==> config.mk <==
export PLATFORM = sky130hd
export DESIGN_NAME = miller_rabin_witness_test_unit_flat
export DESIGN_NICKNAME = d
export VERILOG_FILES = /design/src/rtl/mrw_pkg.sv /design/src/rtl/mrw_if.sv /design/src/rtl/mrw_modmul.sv /design/src/rtl/mrw_datapath.sv /design/src/rtl/mrw_ctrl.sv /design/src/rtl/miller_rabin_witness_test_unit.sv /design/src/flat_wrapper.sv
export SDC_FILE = /design/constraint.sdc
export NUM_CORES = 1
export LEC_CHECK = 0
export BUFFER_PORTS_ARGS = -buffer_cell sky130_fd_sc_hd__buf_2
export CELL_PAD_IN_SITES_DETAIL_PLACEMENT = 0
export CELL_PAD_IN_SITES_GLOBAL_PLACEMENT = 1
export CORE_MARGIN = 5
export CORE_UTILIZATION = 45
export DETAILED_ROUTE_END_ITERATION = 10
export GPL_TIMING_DRIVEN = 1
export PLACE_DENSITY = 0.72
export SLEW_MARGIN = 30
export SYNTH_ARGS = -nofsm -noshare
export SYNTH_HDL_FRONTEND = slang
export SYNTH_SLANG_ARGS = --single-unit
==> constraint.sdc <==
create_clock -name clk_i -period 13.7 [get_ports clk_i]
set_input_delay 0 -clock clk_i [delete_from_list [all_inputs] [get_ports clk_i]]
set_output_delay 0 -clock clk_i [all_outputs]
set_load 0.05 [all_outputs]
==> src/rtl/mrw_pkg.sv <==
// Shared types, constants and functions for the Miller-Rabin witness test unit.
package mrw_pkg;
  localparam int unsigned ModBits   = 16;
  localparam int unsigned CntBits   = $clog2(ModBits + 1);
  localparam int unsigned PrimeCnt  = 24;
  localparam int unsigned PrimeIdxW = $clog2(PrimeCnt);

  typedef logic [ModBits-1:0]   mod_t;
  typedef logic [2*ModBits-1:0] prod_t;
  typedef logic [1:0]           verdict_t;

  localparam verdict_t VerdictPrime   = 2'd0;
  localparam verdict_t VerdictDivides = 2'd1;
  localparam verdict_t VerdictWitness = 2'd2;
  localparam verdict_t VerdictInvalid = 2'd3;

  typedef enum logic [3:0] {
    StIdle, StCheck, StTrialStart, StTrialWait, StPowSetup, StMulStart,
    StMulWait, StSqStart, StSqWait, StEval, StLoopStart, StLoopWait, StDone
  } state_e;

  typedef enum logic [1:0] {
    MulAccSq, MulSqSq, MulVV, MulTrial
  } mul_sel_e;

  typedef struct packed {
    logic     load;
    logic     setup;
    logic     mul_start;
    mul_sel_e mul_sel;
    logic     trial_next;
    logic     mul_to_acc;
    logic     mul_to_sq;
    logic     expo_shift;
    logic     iter_inc;
  } dp_cmd_t;

  typedef struct packed {
    logic invalid;
    logic mul_done;
    logic rem_zero;
    logic trial_last;
    logic expo_zero;
    logic expo_lsb;
    logic v_one;
    logic v_nm1;
    logic iter_end;
  } dp_sts_t;

  function automatic logic [6:0] small_prime(input logic [PrimeIdxW-1:0] idx);
    logic [6:0] p;
    unique case (idx)
      5'd0: p = 7'd3;    5'd1: p = 7'd5;    5'd2: p = 7'd7;    5'd3: p = 7'd11;
      5'd4: p = 7'd13;   5'd5: p = 7'd17;   5'd6: p = 7'd19;   5'd7: p = 7'd23;
      5'd8: p = 7'd29;   5'd9: p = 7'd31;   5'd10: p = 7'd37;  5'd11: p = 7'd41;
      5'd12: p = 7'd43;  5'd13: p = 7'd47;  5'd14: p = 7'd53;  5'd15: p = 7'd59;
      5'd16: p = 7'd61;  5'd17: p = 7'd67;  5'd18: p = 7'd71;  5'd19: p = 7'd73;
      5'd20: p = 7'd79;  5'd21: p = 7'd83;  5'd22: p = 7'd89;  5'd23: p = 7'd97;
      default: p = 7'd97;
    endcase
    return p;
  endfunction
endpackage

==> src/rtl/mrw_if.sv <==
// Valid/ready channel interfaces for candidate items and verdict items.
interface mrw_in_if;
  logic               valid;
  logic               ready;
  mrw_pkg::mod_t      candidate;
  mrw_pkg::mod_t      witness;
  modport source (output valid, candidate, witness, input ready);
  modport sink (input valid, candidate, witness, output ready);
endinterface

interface mrw_out_if;
  logic              valid;
  logic              ready;
  mrw_pkg::verdict_t verdict;
  modport source (output valid, verdict, input ready);
  modport sink (input valid, verdict, output ready);
endinterface

==> src/rtl/mrw_modmul.sv <==
// Multi-cycle modular multiplier: a registered full product, then a restoring remainder.
module mrw_modmul (
  input  logic          clk_i,
  input  logic          rst_ni,
  input  logic          start_i,
  input  mrw_pkg::mod_t a_i,
  input  mrw_pkg::mod_t b_i,
  input  mrw_pkg::mod_t m_i,
  output logic          done_o,
  output mrw_pkg::mod_t rem_o
);
  import mrw_pkg::*;

  localparam int unsigned StepW = $clog2(2 * ModBits + 1);

  prod_t                 prod_q, prod_d;
  logic [ModBits:0]      rem_q, rem_d;
  mod_t                  m_q, m_d;
  logic [StepW-1:0]      step_q, step_d;
  logic                  busy_q, busy_d;
  logic                  done_q, done_d;
  logic [ModBits:0]      shifted;

  assign shifted = {rem_q[ModBits-1:0], prod_q[2*ModBits-1]};

  always_comb begin
    prod_d = prod_q;
    rem_d  = rem_q;
    m_d    = m_q;
    step_d = step_q;
    busy_d = busy_q;
    done_d = 1'b0;
    if (start_i) begin
      prod_d = prod_t'(a_i) * prod_t'(b_i);
      rem_d  = '0;
      m_d    = m_i;
      step_d = StepW'(2 * ModBits);
      busy_d = 1'b1;
    end else if (busy_q) begin
      // Shift in one product bit, subtract the modulus when it fits.
      prod_d = {prod_q[2*ModBits-2:0], 1'b0};
      if (shifted >= {1'b0, m_q}) rem_d = shifted - {1'b0, m_q};
      else rem_d = shifted;
      step_d = step_q - 1'b1;
      if (step_q == StepW'(1)) begin
        busy_d = 1'b0;
        done_d = 1'b1;
      end
    end
  end

  always_ff @(posedge clk_i or negedge rst_ni) begin
    if (!rst_ni) begin
      busy_q <= 1'b0;
      done_q <= 1'b0;
      step_q <= '0;
    end else begin
      busy_q <= busy_d;
      done_q <= done_d;
      step_q <= step_d;
    end
  end

  always_ff @(posedge clk_i) begin
    prod_q <= prod_d;
    rem_q  <= rem_d;
    m_q    <= m_d;
  end

  assign done_o = done_q;
  assign rem_o  = rem_q[ModBits-1:0];
endmodule

==> src/rtl/mrw_datapath.sv <==
// Datapath: operand registers, exponent, trial index and the shared multiplier.
module mrw_datapath (
  input  logic             clk_i,
  input  logic             rst_ni,
  input  mrw_pkg::mod_t    candidate_i,
  input  mrw_pkg::mod_t    witness_i,
  input  mrw_pkg::dp_cmd_t cmd_i,
  output mrw_pkg::dp_sts_t sts_o
);
  import mrw_pkg::*;

  mod_t                 n_q, b_q, acc_q, sq_q, expo_q;
  logic [CntBits-1:0]   j_q, i_q;
  logic [PrimeIdxW-1:0] tidx_q;
  mod_t                 nm1, mul_a, mul_b, mul_m, rem;
  logic                 mul_done;
  logic [CntBits-1:0]   tz;

  assign nm1 = n_q - 1'b1;

  // Count trailing zeros of n-1.
  always_comb begin
    logic found;
    tz    = '0;
    found = 1'b0;
    for (int k = 0; k < ModBits; k++) begin
      if (!found) begin
        if (nm1[k]) found = 1'b1;
        else tz = tz + 1'b1;
      end
    end
  end

  always_comb begin
    mul_a = acc_q;
    mul_b = sq_q;
    mul_m = n_q;
    case (cmd_i.mul_sel)
      MulAccSq: begin mul_a = acc_q; mul_b = sq_q; end
      MulSqSq:  begin mul_a = sq_q;  mul_b = sq_q; end
      MulVV:    begin mul_a = acc_q; mul_b = acc_q; end
      MulTrial: begin
        mul_a = n_q;
        mul_b = mod_t'(1);
        mul_m = mod_t'(small_prime(tidx_q));
      end
      default: ;
    endcase
  end

  mrw_modmul u_modmul (
    .clk_i   (clk_i),
    .rst_ni  (rst_ni),
    .start_i (cmd_i.mul_start),
    .a_i     (mul_a),
    .b_i     (mul_b),
    .m_i     (mul_m),
    .done_o  (mul_done),
    .rem_o   (rem)
  );

  always_ff @(posedge clk_i) begin
    if (cmd_i.load) begin
      n_q <= candidate_i;
      b_q <= witness_i;
    end
    if (cmd_i.setup) begin
      acc_q  <= mod_t'(1);
      sq_q   <= b_q;
      expo_q <= nm1 >> tz;
      j_q    <= tz;
      i_q    <= CntBits'(1);
    end
    if (cmd_i.mul_to_acc) acc_q <= rem;
    if (cmd_i.mul_to_sq) sq_q <= rem;
    if (cmd_i.expo_shift) expo_q <= expo_q >> 1;
    if (cmd_i.iter_inc) i_q <= i_q + 1'b1;
  end

  always_ff @(posedge clk_i or negedge rst_ni) begin
    if (!rst_ni) tidx_q <= '0;
    else if (cmd_i.load) tidx_q <= '0;
    else if (cmd_i.trial_next) tidx_q <= tidx_q + 1'b1;
  end

  assign sts_o.invalid    = (n_q < mod_t'(5)) || !n_q[0] || (b_q < mod_t'(2)) ||
                            (b_q > n_q - mod_t'(2));
  assign sts_o.mul_done   = mul_done;
  assign sts_o.rem_zero   = (rem == '0);
  assign sts_o.trial_last = (tidx_q == PrimeIdxW'(PrimeCnt - 1));
  assign sts_o.expo_zero  = (expo_q == '0);
  assign sts_o.expo_lsb   = expo_q[0];
  // A value of one counts only straight after the exponentiation, not after a squaring.
  assign sts_o.v_one      = (acc_q == mod_t'(1)) && (i_q == CntBits'(1));
  assign sts_o.v_nm1      = (acc_q == nm1);
  assign sts_o.iter_end   = (i_q >= j_q);
endmodule

==> src/rtl/mrw_ctrl.sv <==
// Controller state machine sequencing trial division and the witness round.
module mrw_ctrl (
  input  logic               clk_i,
  input  logic               rst_ni,
  input  logic               in_valid_i,
  output logic               in_ready_o,
  output logic               out_valid_o,
  input  logic               out_ready_i,
  output mrw_pkg::verdict_t  verdict_o,
  output mrw_pkg::dp_cmd_t   cmd_o,
  input  mrw_pkg::dp_sts_t   sts_i
);
  import mrw_pkg::*;

  state_e   state_q, state_d;
  verdict_t verdict_q, verdict_d;

  always_comb begin
    state_d   = state_q;
    verdict_d = verdict_q;
    unique case (state_q)
      StIdle: if (in_valid_i) state_d = StCheck;
      StCheck: begin
        if (sts_i.invalid) begin
          verdict_d = VerdictInvalid;
          state_d   = StDone;
        end else state_d = StTrialStart;
      end
      StTrialStart: state_d = StTrialWait;
      StTrialWait: if (sts_i.mul_done) begin
        if (sts_i.rem_zero) begin
          verdict_d = VerdictDivides;
          state_d   = StDone;
        end else if (sts_i.trial_last) state_d = StPowSetup;
        else state_d = StTrialStart;
      end
      StPowSetup: state_d = StMulStart;
      StMulStart: begin
        if (sts_i.expo_zero) state_d = StEval;
        else if (sts_i.expo_lsb) state_d = StMulWait;
        else state_d = StSqStart;
      end
      StMulWait: if (sts_i.mul_done) state_d = StSqStart;
      StSqStart: state_d = StSqWait;
      StSqWait: if (sts_i.mul_done) state_d = StMulStart;
      StEval: begin
        if (sts_i.v_one || sts_i.v_nm1) begin
          verdict_d = VerdictPrime;
          state_d   = StDone;
        end else if (sts_i.iter_end) begin
          verdict_d = VerdictWitness;
          state_d   = StDone;
        end else state_d = StLoopStart;
      end
      StLoopStart: state_d = StLoopWait;
      StLoopWait: if (sts_i.mul_done) state_d = StEval;
      StDone: if (out_ready_i) state_d = StIdle;
      default: state_d = StIdle;
    endcase
  end

  always_comb begin
    cmd_o       = '0;
    cmd_o.mul_sel = MulAccSq;
    in_ready_o  = 1'b0;
    out_valid_o = 1'b0;
    unique case (state_q)
      StIdle: begin
        in_ready_o = 1'b1;
        cmd_o.load = in_valid_i;
      end
      StTrialStart: begin
        cmd_o.mul_start = 1'b1;
        cmd_o.mul_sel   = MulTrial;
      end
      StTrialWait: begin
        cmd_o.mul_sel    = MulTrial;
        cmd_o.trial_next = sts_i.mul_done;
      end
      StPowSetup: cmd_o.setup = 1'b1;
      StMulStart: begin
        cmd_o.mul_start = !sts_i.expo_zero && sts_i.expo_lsb;
        cmd_o.mul_sel   = MulAccSq;
      end
      StMulWait: cmd_o.mul_to_acc = sts_i.mul_done;
      StSqStart: begin
        cmd_o.mul_start = 1'b1;
        cmd_o.mul_sel   = MulSqSq;
      end
      StSqWait: begin
        cmd_o.mul_to_sq  = sts_i.mul_done;
        cmd_o.expo_shift = sts_i.mul_done;
      end
      StLoopStart: begin
        cmd_o.mul_start = 1'b1;
        cmd_o.mul_sel   = MulVV;
      end
      StLoopWait: begin
        cmd_o.mul_to_acc = sts_i.mul_done;
        cmd_o.iter_inc   = sts_i.mul_done;
      end
      StDone: out_valid_o = 1'b1;
      default: ;
    endcase
  end

  always_ff @(posedge clk_i or negedge rst_ni) begin
    if (!rst_ni) begin
      state_q   <= StIdle;
      verdict_q <= VerdictInvalid;
    end else begin
      state_q   <= state_d;
      verdict_q <= verdict_d;
    end
  end

  assign verdict_o = verdict_q;
endmodule

==> src/rtl/miller_rabin_witness_test_unit.sv <==
// One shared modular multiplier serves every multiply. Trial division divides the
// candidate by each small prime in turn, all 24 when none divides it; the round then
// does at most a multiply and a squaring per exponent bit, plus one squaring per
// extra loop step. Invalid inputs get their verdict from the check state, with no multiply.
// One item is in work at a time; the next is taken the cycle after the verdict leaves.
// Reset is asynchronous, active low, and returns the controller to idle.
module miller_rabin_witness_test_unit (
  input  logic   clk_i,
  input  logic   rst_ni,
  mrw_in_if.sink   in_i,
  mrw_out_if.source out_o
);
  import mrw_pkg::*;

  dp_cmd_t cmd;
  dp_sts_t sts;

  mrw_ctrl u_ctrl (
    .clk_i       (clk_i),
    .rst_ni      (rst_ni),
    .in_valid_i  (in_i.valid),
    .in_ready_o  (in_i.ready),
    .out_valid_o (out_o.valid),
    .out_ready_i (out_o.ready),
    .verdict_o   (out_o.verdict),
    .cmd_o       (cmd),
    .sts_i       (sts)
  );

  mrw_datapath u_dp (
    .clk_i       (clk_i),
    .rst_ni      (rst_ni),
    .candidate_i (in_i.candidate),
    .witness_i   (in_i.witness),
    .cmd_i       (cmd),
    .sts_o       (sts)
  );
endmodule

==> src/flat_wrapper.sv <==
// flat-port wrapper written by rule: the top's interface ports become plain ports
module miller_rabin_witness_test_unit_flat import mrw_pkg::*;
  (clk_i, rst_ni, in_i_valid, in_i_candidate, in_i_witness, in_i_ready, out_o_valid, out_o_verdict, out_o_ready);
  mrw_in_if in_i_i ();
  mrw_out_if out_o_i ();
  input  logic clk_i;
  input  logic rst_ni;
  input wire logic [$bits(in_i_i.valid)-1:0] in_i_valid;
  input wire logic [$bits(in_i_i.candidate)-1:0] in_i_candidate;
  input wire logic [$bits(in_i_i.witness)-1:0] in_i_witness;
  output wire logic [$bits(in_i_i.ready)-1:0] in_i_ready;
  output wire logic [$bits(out_o_i.valid)-1:0] out_o_valid;
  output wire logic [$bits(out_o_i.verdict)-1:0] out_o_verdict;
  input wire logic [$bits(out_o_i.ready)-1:0] out_o_ready;
  assign in_i_i.valid = in_i_valid;
  assign in_i_i.candidate = in_i_candidate;
  assign in_i_i.witness = in_i_witness;
  assign in_i_ready = in_i_i.ready;
  assign out_o_valid = out_o_i.valid;
  assign out_o_verdict = out_o_i.verdict;
  assign out_o_i.ready = out_o_ready;
  miller_rabin_witness_test_unit u_core (.clk_i(clk_i), .rst_ni(rst_ni), .in_i(in_i_i), .out_o(out_o_i));
endmodule
==> flow_metrics.tcl <==
set metrics [dict create \
    status "completed" \
    nFillCells 4368 \
    multi_input_area_um2 14100 \
    h-tree-depth 4 \
    critPathRequiredTime_ns 13.92 \
    worst_pin_slew_ns 0.993 \
    clock-root-buffer "clkbuf_16" \
    synth-xor-area-share_pct 5.59 \
    crit_top_cell "ha_1" \
    drc 0 \
    rsz0062_at_grt "false" \
    yosys.area_share.simple_pct 17.5 \
    vias 16597 \
    port_buffers 39 \
    yosys-top-cells-area "edfxtp_1 20%, fa_1 19%, ha_1 10%" \
    dp_hpwl_um 47000 \
    end_kind "flip-flop" \
    cts_buffer_depth 2 \
    io_pins 40 \
    vias_per_cell 5.65 \
    synthAdderAreaFrac_pct 29.3 \
    ys_warn_count 0 \
    die_y_um 224 \
    diodes 0 \
    core-area_um2 45300 \
    fin_skew_ns 0.0125 \
    min_period_ns 11.28 \
    cts_tree "built" \
    die_w_um 224 \
    ys.flop_type "edfxtp_1" \
    cts.sinks 173 \
    clock_latency_ns 0.48 \
    drt-wirelength-per-cell_um 20.5 \
    final_nets 2724 \
    dr.pass1.iters 6 \
    drive_above_1_share_pct 6.51 \
    holdWs_ns 0.0918 \
    synth_area_um2 20600 \
    place_ws_ns 2.31 \
    yosys.area.top_type "edfxtp_1" \
    synthMuxAreaShare_pct 3.85 \
    busiest_layer "met2" \
    ys_ff_latch 173 \
    synth_top_family_by_area "adder cells" \
    crit_path_start_kind "flip-flop" \
    hold_class "in2async" \
    grt.total_usage_pct 24.4 \
    grt_pass1_vias 17105 \
    ant_nets 0 \
    numCtsBuffers 17 \
    grt_pass1_wl_um 96000 \
    max_stage_delay_ns 0.77 \
    ff_latch_area_um2 4930 \
    met1_usage_pct 32.0 \
    syn_to_final_growth_pct 8.53 \
    synth_top_area_share_pct 20.0 \
    critPathMaxFanout 12 \
    place_inst 2871 \
    initial_core_util_pct 45.4 \
    post-route-period-util_pct 82.3 \
    grt.met2_usage_pct 40.9 \
    grt_max_degree 57 \
    finalHoldViolations 0 \
    die_area_um2 50000 \
    wl_um 60200 \
    synth_cell_types 89 \
    slew_viol_final 0 \
    globalRouteMet3Util_pct 3.89 \
    crit_slowest_cell "xnor2_1" \
    antenna_found_initial 1 \
    synth_most_common_cell "nand2_1" \
    slew_headroom_pct 33.1 \
    synthTopCellsByCount "353 x nand2_1, 288 x inv_1, 195 x fa_1, 179 x nor2_1, 170 x ha_1" \
    synth_compound_area_share_pct 12.3 \
    setup_viol 0 \
    syn-num-nets 2700 \
    yosysSeqAreaShare_pct 24.0 \
    worst_slack_ns 2.42 \
    tns_ns 0 \
    path_clk_slew_ns 0.08 \
    stdcell_count 2936 \
    syn_avg_cell_area_um2 8.94 \
    max_freq_ghz 0.0887 \
    drt_iter0_drc 1186 \
    arrival_ns 11.49 \
    drv_cap 0 \
    ys_async_sr_fraction_pct 11.0 \
    path_class "reg2reg" \
    rows 78 \
    syn_inst 2299 \
    gp_congestion 0.917 \
    synth_edf_count 137 \
    gr-total-overflow 0 \
]
[logic make-up (layout without fill, tap and decap cells)]
logic type               after synthesis  count (layout)
XOR/XNOR                             121             121
AND/OR/NAND/NOR                      789             789
buffers and inverters                393             430
adder cells (fa/ha/maj)              365             365
AO/OA/AOI/OAI                        383             383
flip-flops                           173             173
multiplexers                          75              75
[cell usage in the layout (no fill, tap or decap), types with 10 or more instances in the layout]
| cell | synthesis | routed |
|---|---|---|
| a31oi_1 | 12 | 12 |
| clkbuf_16 | 0 | 18 |
| dlygate4sd3_1 | 0 | 33 |
| inv_1 | 288 | 288 |
| xnor2_1 | 74 | 71 |
| o21ai_0 | 88 | 86 |
| fa_1 | 195 | 195 |
| nand3_1 | 33 | 33 |
| edfxtp_1 | 137 | 137 |
| or3_1 | 12 | 12 |
| o31ai_1 | 17 | 17 |
| nand4_1 | 23 | 23 |
| buf_2 | 10 | 39 |
| nor3_1 | 40 | 40 |
| a21oi_1 | 88 | 88 |
| o22ai_1 | 14 | 14 |
| a22o_1 | 21 | 21 |
| nor2_1 | 179 | 177 |
| mux2i_1 | 66 | 66 |
| ha_1 | 170 | 170 |
| nor4_1 | 20 | 20 |
| xor2_1 | 40 | 40 |
| nand2b_1 | 20 | 20 |
| buf_4 | 1 | 35 |
| o21a_1 | 21 | 21 |
| dfrtp_1 | 17 | 17 |
| nor2b_1 | 11 | 11 |
| a211oi_1 | 17 | 17 |
| dfxtp_1 | 17 | 17 |
| o22a_1 | 11 | 11 |
| and2_1 | 52 | 51 |
| o21bai_1 | 10 | 10 |
| a21o_1 | 17 | 17 |
| nand2_1 | 353 | 353 |
[state kept, by name, summed over array words and instances (netlist names)]
signal / count
u_core.u_ctrl.state_q: 4
u_core.u_ctrl.verdict_o: 2
u_core.u_dp.acc_q: 16
u_core.u_dp.b_q: 16
u_core.u_dp.expo_q: 16
u_core.u_dp.i_q: 5
u_core.u_dp.j_q: 5
u_core.u_dp.n_q: 16
u_core.u_dp.sq_q: 16
u_core.u_dp.tidx_q: 5
u_core.u_dp.u_modmul.busy_q: 1
u_core.u_dp.u_modmul.done_o: 1
u_core.u_dp.u_modmul.m_q: 16
u_core.u_dp.u_modmul.prod_q: 32
u_core.u_dp.u_modmul.rem_q: 16
u_core.u_dp.u_modmul.step_q: 6
[timing repair]
item | 4_1_cts | 5_1_grt
resized for setup | 0 | 0
hold buffers | 33 | 0
setup buffers | 0 | 0
endpoints found under the hold margin | 51 | 0
[worst max-delay path, delay by kind of cell (launching register included)]
family	cells	cell delay (ns)
flip-flops	1	0.60
AND/OR/NAND/NOR	14	1.58
XOR/XNOR	6	1.83
AO/OA/AOI/OAI	15	2.34
adder cells (fa/ha/maj)	9	2.56
multiplexers	6	1.60
buffers and inverters	3	0.48
[path summary, 6_finish.rpt]
| kind | cells after the start | slack [ns] | to | start |
|---|---|---|---|---|
| max | 53 | 2.42 | u_core.u_dp.expo_q[0] | u_core.u_dp.n_q[0] |
| min | 2 | 0.09 | u_core.u_dp.tidx_q[0] | rst_ni |
| max reg2reg | 53 | 2.42 | u_core.u_dp.expo_q[0] | u_core.u_dp.n_q[0] |
| min reg2reg | 2 | 0.51 | u_core.u_ctrl.verdict_o[1] | u_core.u_ctrl.verdict_o[1] |
| max in group asynchronous | 2 | 13.28 | u_core.u_ctrl.verdict_o[0] | rst_ni |
| min in group clk_i | 4 | 0.11 | u_core.u_ctrl.state_q[0] | out_o_ready |
[area by class of cell]
cell class | count | share of cell area (%)
Multi-Input combinational cell | 1733 | 63.4
Sequential cell | 173 | 22.1
Clock inverter | 14 | 0.639
Clock buffer | 18 | 2.02
Inverter | 291 | 4.91
Timing Repair Buffer | 107 | 3.53
Tap cell | 600 | 3.37
[per-stage QoR]
step                util [%]  instance area [µm²]
floorplan                  -                20600
global placement        47.1                21300
detailed placement      47.2                21400
CTS                     49.2                22300
global route            49.3                22300
finish                  49.3                22300
[layer usage]
metal / up-vias / wire length (µm)
met2: 497 / 28800
met1: 8170 / 25900
met4: 0 / 2360
met3: 139 / 3150
li1: 7791 / -
met5: - / 0
Power is left out: the tool's default activity adds up to more than one toggle a clock period on the data nets, which glitch-free logic cannot reach.
